--- src/dsss_pkg.sv ---
`timescale 1ns / 1ps

package dsss_pkg;

	typedef logic [7:0] pattern_t;

	// Item operation codes.
	localparam logic OP_LOAD = 1'b0;
	localparam logic OP_TICK = 1'b1;

	// Configuration register indexes.
	localparam logic REG_TICKS_PER_DIGIT = 1'b0;
	localparam logic REG_FRAMES_PER_SHOW = 1'b1;

	localparam logic [15:0] VALUE_LIMIT      = 16'd9999;
	localparam pattern_t    PATTERN_OVERFLOW = 8'b10000000;
	localparam pattern_t    DOT_MASK         = 8'b00000001;

	// Only the low four decimal places can be nonzero for values up to the limit.
	localparam int DEC_POSITIONS = 4;
	localparam int VAL_W         = 14;
	localparam int FRAC_W        = 27;
	localparam int RECIP_W       = 24;
	localparam int PROD_W        = VAL_W + RECIP_W;
	localparam int FRAC_ONE      = 2 ** FRAC_W;

	// Rounded-up reciprocals of 10, 100, 1000 and 10000, scaled by 2^FRAC_W.
	localparam logic [RECIP_W-1:0] DEC_RECIP [DEC_POSITIONS] = '{
		RECIP_W'((FRAC_ONE + 9) / 10),
		RECIP_W'((FRAC_ONE + 99) / 100),
		RECIP_W'((FRAC_ONE + 999) / 1000),
		RECIP_W'((FRAC_ONE + 9999) / 10000)
	};

	typedef struct packed {
		logic [7:0] ticks_per_digit;
		logic [7:0] frames_per_show;
	} cfg_t;

	typedef struct packed {
		pattern_t   segments;
		logic [3:0] digit_enable;
		logic       showing;
	} res_t;

	function automatic pattern_t seg_of(input logic [3:0] d);
		pattern_t p;
		case (d)
			4'd0: p = 8'b11111100;
			4'd1: p = 8'b01100000;
			4'd2: p = 8'b11011010;
			4'd3: p = 8'b11110010;
			4'd4: p = 8'b01100110;
			4'd5: p = 8'b10110110;
			4'd6: p = 8'b10111110;
			4'd7: p = 8'b11100000;
			4'd8: p = 8'b11111110;
			4'd9: p = 8'b11110110;
			default: p = 8'b00000000;
		endcase
		return p;
	endfunction

endpackage

--- src/dsss_digit_split.sv ---
`timescale 1ns / 1ps

module dsss_digit_split #(
	parameter int DIGITS = 4
) (
	input  logic [15:0]                          value,
	input  logic [2:0]                           dot_digit,
	output dsss_pkg::pattern_t [DIGITS-1:0]      patterns
);
	import dsss_pkg::*;

	logic             overflow;
	logic [VAL_W-1:0] v;
	logic [3:0]       dec [DEC_POSITIONS];

	assign overflow = value > VALUE_LIMIT;
	assign v        = value[VAL_W-1:0];

	// Each decimal place is read from the fraction of v / 10^(k+1): the
	// fraction times ten, floored, is the digit. The reciprocal precision
	// keeps this exact for every value up to the limit.
	for (genvar k = 0; k < DEC_POSITIONS; k++) begin : g_dec
		logic [PROD_W-1:0] prod;
		logic [FRAC_W+3:0] times10;

		assign prod    = PROD_W'(v) * PROD_W'(DEC_RECIP[k]);
		assign times10 = {1'b0, prod[FRAC_W-1:0], 3'b000}
			+ {3'b000, prod[FRAC_W-1:0], 1'b0};
		assign dec[k]  = times10[FRAC_W+3:FRAC_W];
	end

	// Digit i counts from the left; its decimal place counts from the right.
	for (genvar i = 0; i < DIGITS; i++) begin : g_pat
		localparam int PLACE = DIGITS - 1 - i;
		pattern_t base;
		logic     dot_here;

		if (PLACE < DEC_POSITIONS) begin : g_num
			assign base = overflow ? PATTERN_OVERFLOW : seg_of(dec[PLACE]);
		end else begin : g_zero
			assign base = overflow ? PATTERN_OVERFLOW : seg_of(4'd0);
		end

		assign dot_here    = {1'b0, dot_digit} == 4'(i + 1);
		assign patterns[i] = dot_here ? (base | DOT_MASK) : base;
	end

endmodule

--- src/dsss_scan.sv ---
`timescale 1ns / 1ps

module dsss_scan #(
	parameter int DIGITS = 4
) (
	input  logic                                 clk,
	input  logic                                 arst_n,
	input  logic                                 step,
	input  logic                                 op,
	input  dsss_pkg::pattern_t [DIGITS-1:0]      new_patterns,
	input  dsss_pkg::cfg_t                       cfg,
	output dsss_pkg::res_t                       result
);
	import dsss_pkg::*;

	localparam int SCAN_W = (DIGITS > 1) ? $clog2(DIGITS) : 1;

	pattern_t [DIGITS-1:0] patterns_q;
	logic [SCAN_W-1:0]     scan_q;
	logic [7:0]            hold_q;
	logic [7:0]            frames_q;
	logic                  active_q;

	pattern_t [DIGITS-1:0] patterns_d;
	logic [SCAN_W-1:0]     scan_d;
	logic [7:0]            hold_d;
	logic [7:0]            frames_d;
	logic                  active_d;

	logic [7:0] hold_inc;
	logic [7:0] limit;
	logic [7:0] frames_dec;
	logic [3:0] enable;

	assign hold_inc   = hold_q + 8'd1;
	assign limit      = (cfg.ticks_per_digit == 8'd0) ? 8'd1 : cfg.ticks_per_digit;
	assign frames_dec = (frames_q != 8'd0) ? (frames_q - 8'd1) : 8'd0;

	always_comb begin
		enable = 4'b0000;
		for (int j = 0; j < 4; j++) begin
			if (j < DIGITS) begin
				enable[j] = scan_q == SCAN_W'(j);
			end
		end
	end

	// Every pattern written by a load is nonzero, so while a show runs the
	// current digit is never blank and no digit has to be passed over.
	always_comb begin
		patterns_d = patterns_q;
		scan_d     = scan_q;
		hold_d     = hold_q;
		frames_d   = frames_q;
		active_d   = active_q;
		result     = '0;
		if (op == OP_LOAD) begin
			patterns_d     = new_patterns;
			scan_d         = '0;
			hold_d         = 8'd0;
			frames_d       = cfg.frames_per_show;
			active_d       = cfg.frames_per_show != 8'd0;
			result.showing = cfg.frames_per_show != 8'd0;
		end else if (active_q) begin
			result.segments     = patterns_q[scan_q];
			result.digit_enable = enable;
			result.showing      = 1'b1;
			if (hold_inc >= limit) begin
				hold_d = 8'd0;
				if (scan_q == SCAN_W'(DIGITS - 1)) begin
					scan_d   = '0;
					frames_d = frames_dec;
					if (frames_dec == 8'd0) begin
						active_d = 1'b0;
					end
				end else begin
					scan_d = scan_q + SCAN_W'(1);
				end
			end else begin
				hold_d = hold_inc;
			end
		end
	end

	always_ff @(posedge clk or negedge arst_n) begin
		if (!arst_n) begin
			patterns_q <= '0;
			scan_q     <= '0;
			hold_q     <= 8'd0;
			frames_q   <= 8'd0;
			active_q   <= 1'b0;
		end else if (step) begin
			patterns_q <= patterns_d;
			scan_q     <= scan_d;
			hold_q     <= hold_d;
			frames_q   <= frames_d;
			active_q   <= active_d;
		end
	end

	a_active_has_frames: assert property (@(posedge clk) disable iff (!arst_n)
		active_q |-> frames_q != 8'd0)
		else $error("show active with no frames left");

	a_active_digit_lit: assert property (@(posedge clk) disable iff (!arst_n)
		active_q |-> patterns_q[scan_q] != '0)
		else $error("show active on a blank digit");

	a_scan_in_range: assert property (@(posedge clk) disable iff (!arst_n)
		32'(scan_q) < DIGITS)
		else $error("scan digit beyond the last digit");

	a_hold_bounded: assert property (@(posedge clk) disable iff (!arst_n)
		hold_q != 8'hFF)
		else $error("hold count reached its maximum");

	a_tick_idle_dark: assert property (@(posedge clk) disable iff (!arst_n)
		step && op == OP_TICK && !active_q |-> result == '0)
		else $error("idle tick drove the display");

endmodule

--- src/decimal_seven_segment_scanner.sv ---
`timescale 1ns / 1ps

// Channel  Direction  Handshake             Payload
// in       receive    in_valid / in_stall   op, value, dot_digit
// out      send       out_valid / out_stall segments, digit_enable, showing
// cfg      receive    cfg_valid / cfg_ready cfg_index, cfg_data
//
// The input register takes an item at its transfer edge, and the digit split or
// scan step fills the result register from it when the item advances, so the result
// passes through both registers. One item per cycle while the result is not stalled.
// The longest path is the reciprocal multiply of the decimal split on a load.
// Reset clears the scan state and the stored patterns and sets both configuration registers to one.
// A stalled result holds the input register; in_stall rises only then.

module decimal_seven_segment_scanner #(
	parameter int DIGITS = 4
) (
	input  logic                clk,
	input  logic                arst_n,
	input  logic                in_valid,
	output logic                in_stall,
	input  logic                op,
	input  logic [15:0]         value,
	input  logic [2:0]          dot_digit,
	output logic                out_valid,
	input  logic                out_stall,
	output dsss_pkg::pattern_t  segments,
	output logic [3:0]          digit_enable,
	output logic                showing,
	input  logic                cfg_valid,
	output logic                cfg_ready,
	input  logic                cfg_index,
	input  logic [7:0]          cfg_data
);
	import dsss_pkg::*;

	logic        valid_s1;
	logic        op_s1;
	logic [15:0] value_s1;
	logic [2:0]  dot_s1;

	cfg_t                  cfg_q;
	pattern_t [DIGITS-1:0] new_patterns;
	res_t                  result;
	logic                  advance;
	logic                  take_in;

	assign advance   = valid_s1 && (!out_valid || !out_stall);
	assign in_stall  = valid_s1 && !advance;
	assign take_in   = in_valid && !in_stall;
	assign cfg_ready = 1'b1;

	always_ff @(posedge clk or negedge arst_n) begin
		if (!arst_n) begin
			cfg_q.ticks_per_digit <= 8'd1;
			cfg_q.frames_per_show <= 8'd1;
		end else if (cfg_valid && cfg_ready) begin
			case (cfg_index)
				REG_TICKS_PER_DIGIT: cfg_q.ticks_per_digit <= cfg_data;
				REG_FRAMES_PER_SHOW: cfg_q.frames_per_show <= cfg_data;
				default: ;
			endcase
		end
	end

	always_ff @(posedge clk or negedge arst_n) begin
		if (!arst_n) begin
			valid_s1 <= 1'b0;
		end else if (!in_stall) begin
			valid_s1 <= in_valid;
		end
	end

	always_ff @(posedge clk) begin
		if (take_in) begin
			op_s1    <= op;
			value_s1 <= value;
			dot_s1   <= dot_digit;
		end
	end

	dsss_digit_split #(
		.DIGITS(DIGITS)
	) u_split (
		.value     (value_s1),
		.dot_digit (dot_s1),
		.patterns  (new_patterns)
	);

	dsss_scan #(
		.DIGITS(DIGITS)
	) u_scan (
		.clk          (clk),
		.arst_n       (arst_n),
		.step         (advance),
		.op           (op_s1),
		.new_patterns (new_patterns),
		.cfg          (cfg_q),
		.result       (result)
	);

	// The result register takes a new transfer whenever it is empty or drained.
	always_ff @(posedge clk or negedge arst_n) begin
		if (!arst_n) begin
			out_valid <= 1'b0;
		end else if (!out_valid || !out_stall) begin
			out_valid <= valid_s1;
		end
	end

	always_ff @(posedge clk) begin
		if (advance) begin
			segments     <= result.segments;
			digit_enable <= result.digit_enable;
			showing      <= result.showing;
		end
	end

endmodule

--- config.mk ---
export PLATFORM = sky130hd
export DESIGN_NAME = decimal_seven_segment_scanner
export DESIGN_NICKNAME = d
export VERILOG_FILES = /design/src/dsss_pkg.sv /design/src/dsss_digit_split.sv /design/src/dsss_scan.sv /design/src/decimal_seven_segment_scanner.sv
export SDC_FILE = /design/constraint.sdc
export NUM_CORES = 1
export LEC_CHECK = 0
export ABC_AREA = 1
export BUFFER_PORTS_ARGS = -buffer_cell sky130_fd_sc_hd__clkbuf_2
export CORE_ASPECT_RATIO = 0.8
export CORE_MARGIN = 2
export CORE_UTILIZATION = 55
export DETAILED_ROUTE_END_ITERATION = 7
export MAX_ROUTING_LAYER = met4
export PLACE_DENSITY = 0.72
export SLEW_MARGIN = 10
export SYNTH_ARGS = -nofsm -noshare
export SYNTH_HDL_FRONTEND = slang
export SYNTH_SLANG_ARGS = --single-unit
--- constraint.sdc ---
create_clock -name clk -period 21.8 [get_ports clk]
set_clock_uncertainty 0.15 [all_clocks]
set_input_delay 2.18 -clock clk [delete_from_list [all_inputs] [get_ports clk]]
set_output_delay 2.18 -clock clk [all_outputs]
set_load 0.005 [all_outputs]
==> results of run 1 <==
through the flow:
step            util  worst slack [ps]  std cells  hold WS [ps]
2_1_floorplan      -             14660       2898           284
3_3_place_gp   0.577             13600       3479           293
3_5_place_dp   0.577             13350       3479           322
4_1_cts        0.584             13330       3495           342
5_1_grt        0.584             12660       3495           363
6_report       0.584             13270       3495           342
registers in the layout, summed over array words and instances (netlist names), 2 cells and up:
signal             flops
segments               8
digit_enable           4
u_scan.frames_q        8
u_scan.scan_q          2
value_s1              16
u_scan.hold_q          8
cfg_q                 16
u_scan.patterns_q     32
dot_s1                 3
cells in the final DEF, fill, tap and decap left out, types with 39 or more instances in the layout:
cell / n
ha_1: 433
inv_1: 641
clkbuf_2: 47
xor2_1: 63
fa_1: 215
nand2_1: 570
nand4_1: 39
nand3_1: 120
dfrtp_1: 67
nor2_1: 146
o21ai_0: 116
a21oi_1: 173
metal layers:
metal  global-route usage  up-vias  wire (microns)
li1                     -     9317               -
met1                0.436     9014           29300
met2                0.461      463           26000
met3               0.0320       34            3300
met4               0.0421        0             627
met5                    -        -               0
area by class of cell:
type	instances	area, sq um
multi-input cells	2125	17100
fillers	3715	16800
flip-flops and latches	102	2720
inverters	651	2440
well taps	544	681
repair buffers	57	308
clock buffers	9	225
clock inverters	7	62.6
critical path: cells and delay by family, from the launching register on:
family / cells / cell delay, ps
adder cells (fa/ha/maj): 8 / 3480
AND/OR/NAND/NOR: 19 / 2290
AO/OA/AOI/OAI: 5 / 880
flip-flops: 1 / 810
buffers and inverters: 9 / 810
logic make-up after synthesis:
family,count (synthesis),synth area share
AO/OA/AOI/OAI,384,0.0961
XOR/XNOR,103,0.0425
adder cells (fa/ha/maj),648,0.434
buffers and inverters,671,0.114
flip-flops,102,0.121
other,1,0.000167
AND/OR/NAND/NOR,989,0.192
cells in the mapped netlist (3+ instances only):
| master | instances |
|---|---|
| nor2_2 | 16 |
| o21ai_1 | 10 |
| inv_1 | 641 |
| edfxtp_1 | 33 |
| nor4_1 | 6 |
| xor2_2 | 4 |
| or2_2 | 9 |
| o2111ai_1 | 4 |
| dfrtp_1 | 67 |
| a21oi_2 | 3 |
| nor2_1 | 146 |
| ha_1 | 433 |
| nand2_1 | 570 |
| nand3b_1 | 10 |
| o21ai_0 | 116 |
| nand3_1 | 120 |
| nand2_2 | 34 |
| nand4_1 | 39 |
| a21o_1 | 10 |
| clkbuf_1 | 13 |
| a21oi_1 | 173 |
| nor3_1 | 21 |
| nand3_2 | 6 |
| o21bai_1 | 15 |
| a31oi_1 | 8 |
| xnor2_1 | 35 |
| xor2_1 | 63 |
| inv_2 | 10 |
| o211ai_1 | 20 |
| fa_1 | 215 |
| nor2_4 | 3 |
| o21a_1 | 6 |
| nor3_2 | 3 |
worst paths after layout:
path | endpoint
hold / removal | u_scan.patterns_q[0]
setup / recovery | u_scan.patterns_q[7]
min in group asynchronous | u_scan.patterns_q[6]
setup reg to reg | u_scan.patterns_q[7]
hold reg to reg | u_scan.patterns_q[0]
max in group asynchronous | u_scan.frames_q[6]
==> results.toml, run 1 <==
[place]
port_buffers = 48
place_area_sq_um = 23300
hpwl_microns = 50900
gp_congestion = 0.991

[cts]
cts-buffers-inserted = 9
clkLatencyLatePin_ps = 390
ctsHoldBuffers = 0
cts_setup_buffers = 0
tritoncts = "done"
clock_sinks = 102
ctsResizeCount = 0
clock-root-buffer = "clkbuf_16"
path_clk_slew_ps = 100
cts_buffer_depth = 2
htree_levels = 3

[critical_path]
critPathMaxStageDelay_ps = 810
critical_path_arrival_ps = 8670
cp_common_cell = "nand2_1"
reg2reg_slack_ps = 13270
r2r_cells = 41
critPathLaunch = "value_s1[9]"
cp-end-kind = "flop"
path_max_fanout = 11
required_ps = 21940
cp-start-kind = "flop"
r2r_start = "value_s1[9]"
worstSetupPathType = "flop to flop"
critical-path-slowest-cell = "edfxtp_1"

[logic_synthesis]
ys_seq_elements = 102
synth_top_flop_cell = "dfrtp_1"
syn_inst = 2898
synth_fp_nets = 3580
synth_area_per_cell_sq_um = 7.73
yosysSeqAreaShare = 0.121
synthTopCellsByArea = "ha_1, fa_1, inv_1, nand2_1, dfrtp_1"
synth_edf_count = 33
yosysTopAreaCell = "ha_1"
yosysUniqueCellTypes = 60
ys.warnings.count = 0
async_reset_ff_frac = 0.676
synth_top_area_frac = 0.242
syn_area_sq_um = 22400

[floorplanning]
rows = 66
die_w_microns = 230
core_area_sq_um = 40400
ioPinCount = 50
dieArea_sq_um = 42400
start_util = 0.555
dieHeight_microns = 185

[hold_path]
hp-class = "flop to flop"
hp-start = "dot_s1[1]"
worstHoldPathCells = 1

[cells_and_area]
drive_above_1_share = 0.0576
postLayoutCellArea_sq_um = 23600
area_growth_pct = 5.25
diodes = 0
layout.nets = 3628

[sta]
drv_slew = 0
fin_crit_ps = 8530
tns_ps = 0
rsz0062_at_grt = "false"
fmax_mhz = 117
max-slew-margin-rel = 0.295
finalSetupViolations = 0
final_hold_viol_count = 0
max_slew.worst_pin.slew_ps = 1060
fin_crit_sh = 0.391

[global_routing]
antenna_found_initial = 0
grt_pass1_vias = 18700
grt_pass1_wl_microns = 97500
grt_max_degree = 70
grt_overflow = 0
track_usage = 0.300

[drt]
drt_pass1_iterations = 6
drc = 0
final_antenna_net_count = 0
finalWirelength_microns = 59200
routedWlPerCell_microns = 16.9
via_per_inst = 5.39
vias = 18800
drt_iter0_markers = 1461

[run_status]
status = "finished clean"

[run]
max_cap_violations = 0
Power of run 1 is not shown: default switching activity piles up to over one toggle a cycle in this logic, so the estimate is an artifact.
==> run 2: changes to the inputs <==
- ABC_AREA: 1 -> 0
- PLACE_DENSITY: 0.72 -> 0.75
- clock period: 21.8 -> 6.83 ns (I/O delays scaled with it)
==> run 2 against run 1 <==
Net effect: the run now ends with negative setup slack left; non-clock buffer count up 514; first-iteration DRC count down 13%; register-to-register slack worse by 14000 ps; critical path depth decreased by 8; flip-flop and latch count stayed put; critical path type unchanged; critical endpoint is now u_scan.patterns_q[30].
==> results.toml, run 2 <==
[cells_and_area]
postLayoutCoreUtil = 0.742
layout.nets = 3440
largest_reg_flops = 32
multi_input_area_sq_um = 17900
regMostFlops = "u_scan.patterns_q"
postLayoutCellArea_sq_um = 27500
fill_cells = 2559
diodes = 0
top_regs = "u_scan.patterns_q x32, cfg_q x16, value_s1 x16"
final_cell_mix = "buf_4, inv_1, ha_1, fa_1, nand2_1"
fin_cells = 3250
seq_area_sq_um = 2720
area_growth_pct = 33.0
layout_commonest_cell = "buf_4"
drive_above_1_share = 0.328

[logic_synthesis]
syn_area_sq_um = 20700
syn_inst = 2204
yosysTopAreaCell = "ha_1"
yosysUniqueCellTypes = 97
ys.warnings.count = 0
synth.most_common_cell = "inv_1"
synthTopCellsByCount = "inv_1, ha_1, fa_1"
synth_edf_count = 33
synth_top_flop_cell = "dfrtp_1"
yosysSeqAreaShare = 0.132
synth_area_per_cell_sq_um = 9.38
synthTopCellsByArea = "ha_1, fa_1, dfrtp_1, inv_1, edfxtp_1"
synth_fp_nets = 2886
synth_top_area_frac = 0.262
ys_seq_elements = 102
async_reset_ff_frac = 0.676

[cts]
tritoncts = "done"
htree_levels = 3
clkLatencyLatePin_ps = 370
cts_buffer_depth = 2
clock_sinks = 102
path_clk_slew_ps = 80
clock-root-buffer = "clkbuf_16"
cts-buffers-inserted = 9
ctsHoldBuffers = 0

[sta]
hold_ws_ps = 326
fmax_mhz = 126
finalSetupViolations = 28
fin_crit_ps = 7910
drv_slew = 0
rsz0062_at_grt = "true"
max-slew-margin-rel = 0.278
final_hold_viol_count = 0
fin_crit_sh = 1.16
max_slew.worst_pin.slew_ps = 1080
fin_ws_ps = -1080

[critical_path]
critPathLaunch = "value_s1[3]"
r2r_start = "value_s1[3]"
critPathMaxStageDelay_ps = 560
critical-path-slowest-cell = "fa_1"
cp-end-kind = "flop"
path_max_fanout = 4
required_ps = 6940
worstSetupPathType = "flop to flop"
worst-path-buf-inv = 5
crit_family = "adder cells"
cp_common_cell = "fa_1"
critical_path_arrival_ps = 8020
cp-start-kind = "flop"

[hold_path]
hp-class = "flop to flop"
hp-start = "u_scan.patterns_q[0]"

[run]
max_cap_violations = 0

[floorplanning]
die_w_microns = 221
core_area_sq_um = 37000
ioPinCount = 50
rows = 63
start_util = 0.558
dieArea_sq_um = 39200
dieHeight_microns = 177

[global_routing]
track_usage = 0.325
grt_pass1_wl_microns = 96500
grt_overflow = 0
grt_max_degree = 70
antenna_found_initial = 0
grt_pass1_vias = 18900

[drt]
drt_iter0_markers = 1267
final_antenna_net_count = 0
vias = 18200
via_per_inst = 5.60
finalWirelength_microns = 60600
routedWlPerCell_microns = 18.7
drc = 0
drt_pass1_iterations = 6

[place]
hpwl_microns = 49300
port_buffers = 48
placed_cells = 3160
place_area_sq_um = 25300
gp_congestion = 1.02

[run_status]
status = "complete, but fails checks"
violations = "negative setup slack"
[run 2: cells by family after synthesis]
logic type	share of synthesized area
other cells	0.000181
buf+inv	0.0850
fa+ha+maj	0.471
simple gates	0.101
mux	0.0156
flops	0.132
compound gates	0.147
xor+xnor	0.0486
[run 2: layout make-up]
class | count | area share
Clock buffer | 9 | 0.00819
Timing Repair Buffer | 571 | 0.158
Sequential cell | 102 | 0.0990
Tap cell | 487 | 0.0222
Clock inverter | 7 | 0.00264
Inverter | 436 | 0.0605
Multi-Input combinational cell | 1638 | 0.650
[run 2: timing repair]
item,CTS,global route
setup endpoints to repair,28,28
buffers inserted,58,19
pin swaps,131,83
resized for setup,186,105
[run 2: worst min-delay path: stages (launching register included)]
cell,delay (ps)
dfrtp_1,350
nand2_1,50
nand2_1,50
[run 2: path summary, 6_finish.rpt]
path | to | slack, ps | cells after the start
min in group asynchronous | u_scan.patterns_q[28] | 350 | 2
setup / recovery | u_scan.patterns_q[30] | -1080 | 33
setup reg to reg | u_scan.patterns_q[30] | -1080 | 33
hold / removal | u_scan.patterns_q[0] | 330 | 2
hold reg to reg | u_scan.patterns_q[0] | 330 | 2
max in group asynchronous | valid_s1 | 5530 | 2
[run 2: layer usage]
metal / share of wire / track usage
met1: 0.44 / 0.426
met2: 0.46 / 0.503
met3: 0.073 / 0.0783
met4: 0.029 / 0.0906
met5: 0 / -
[run 2: per-stage QoR]
stage | setup WS [ps] | setup TNS, ps
2_1_floorplan | -804 | -12550
3_3_place_gp | -818 | -17010
3_5_place_dp | -1050 | -21730
4_1_cts | -863 | -16870
5_1_grt | -1410 | -27690
6_report | -1080 | -19460
Power of run 2 is left out for the same reason.
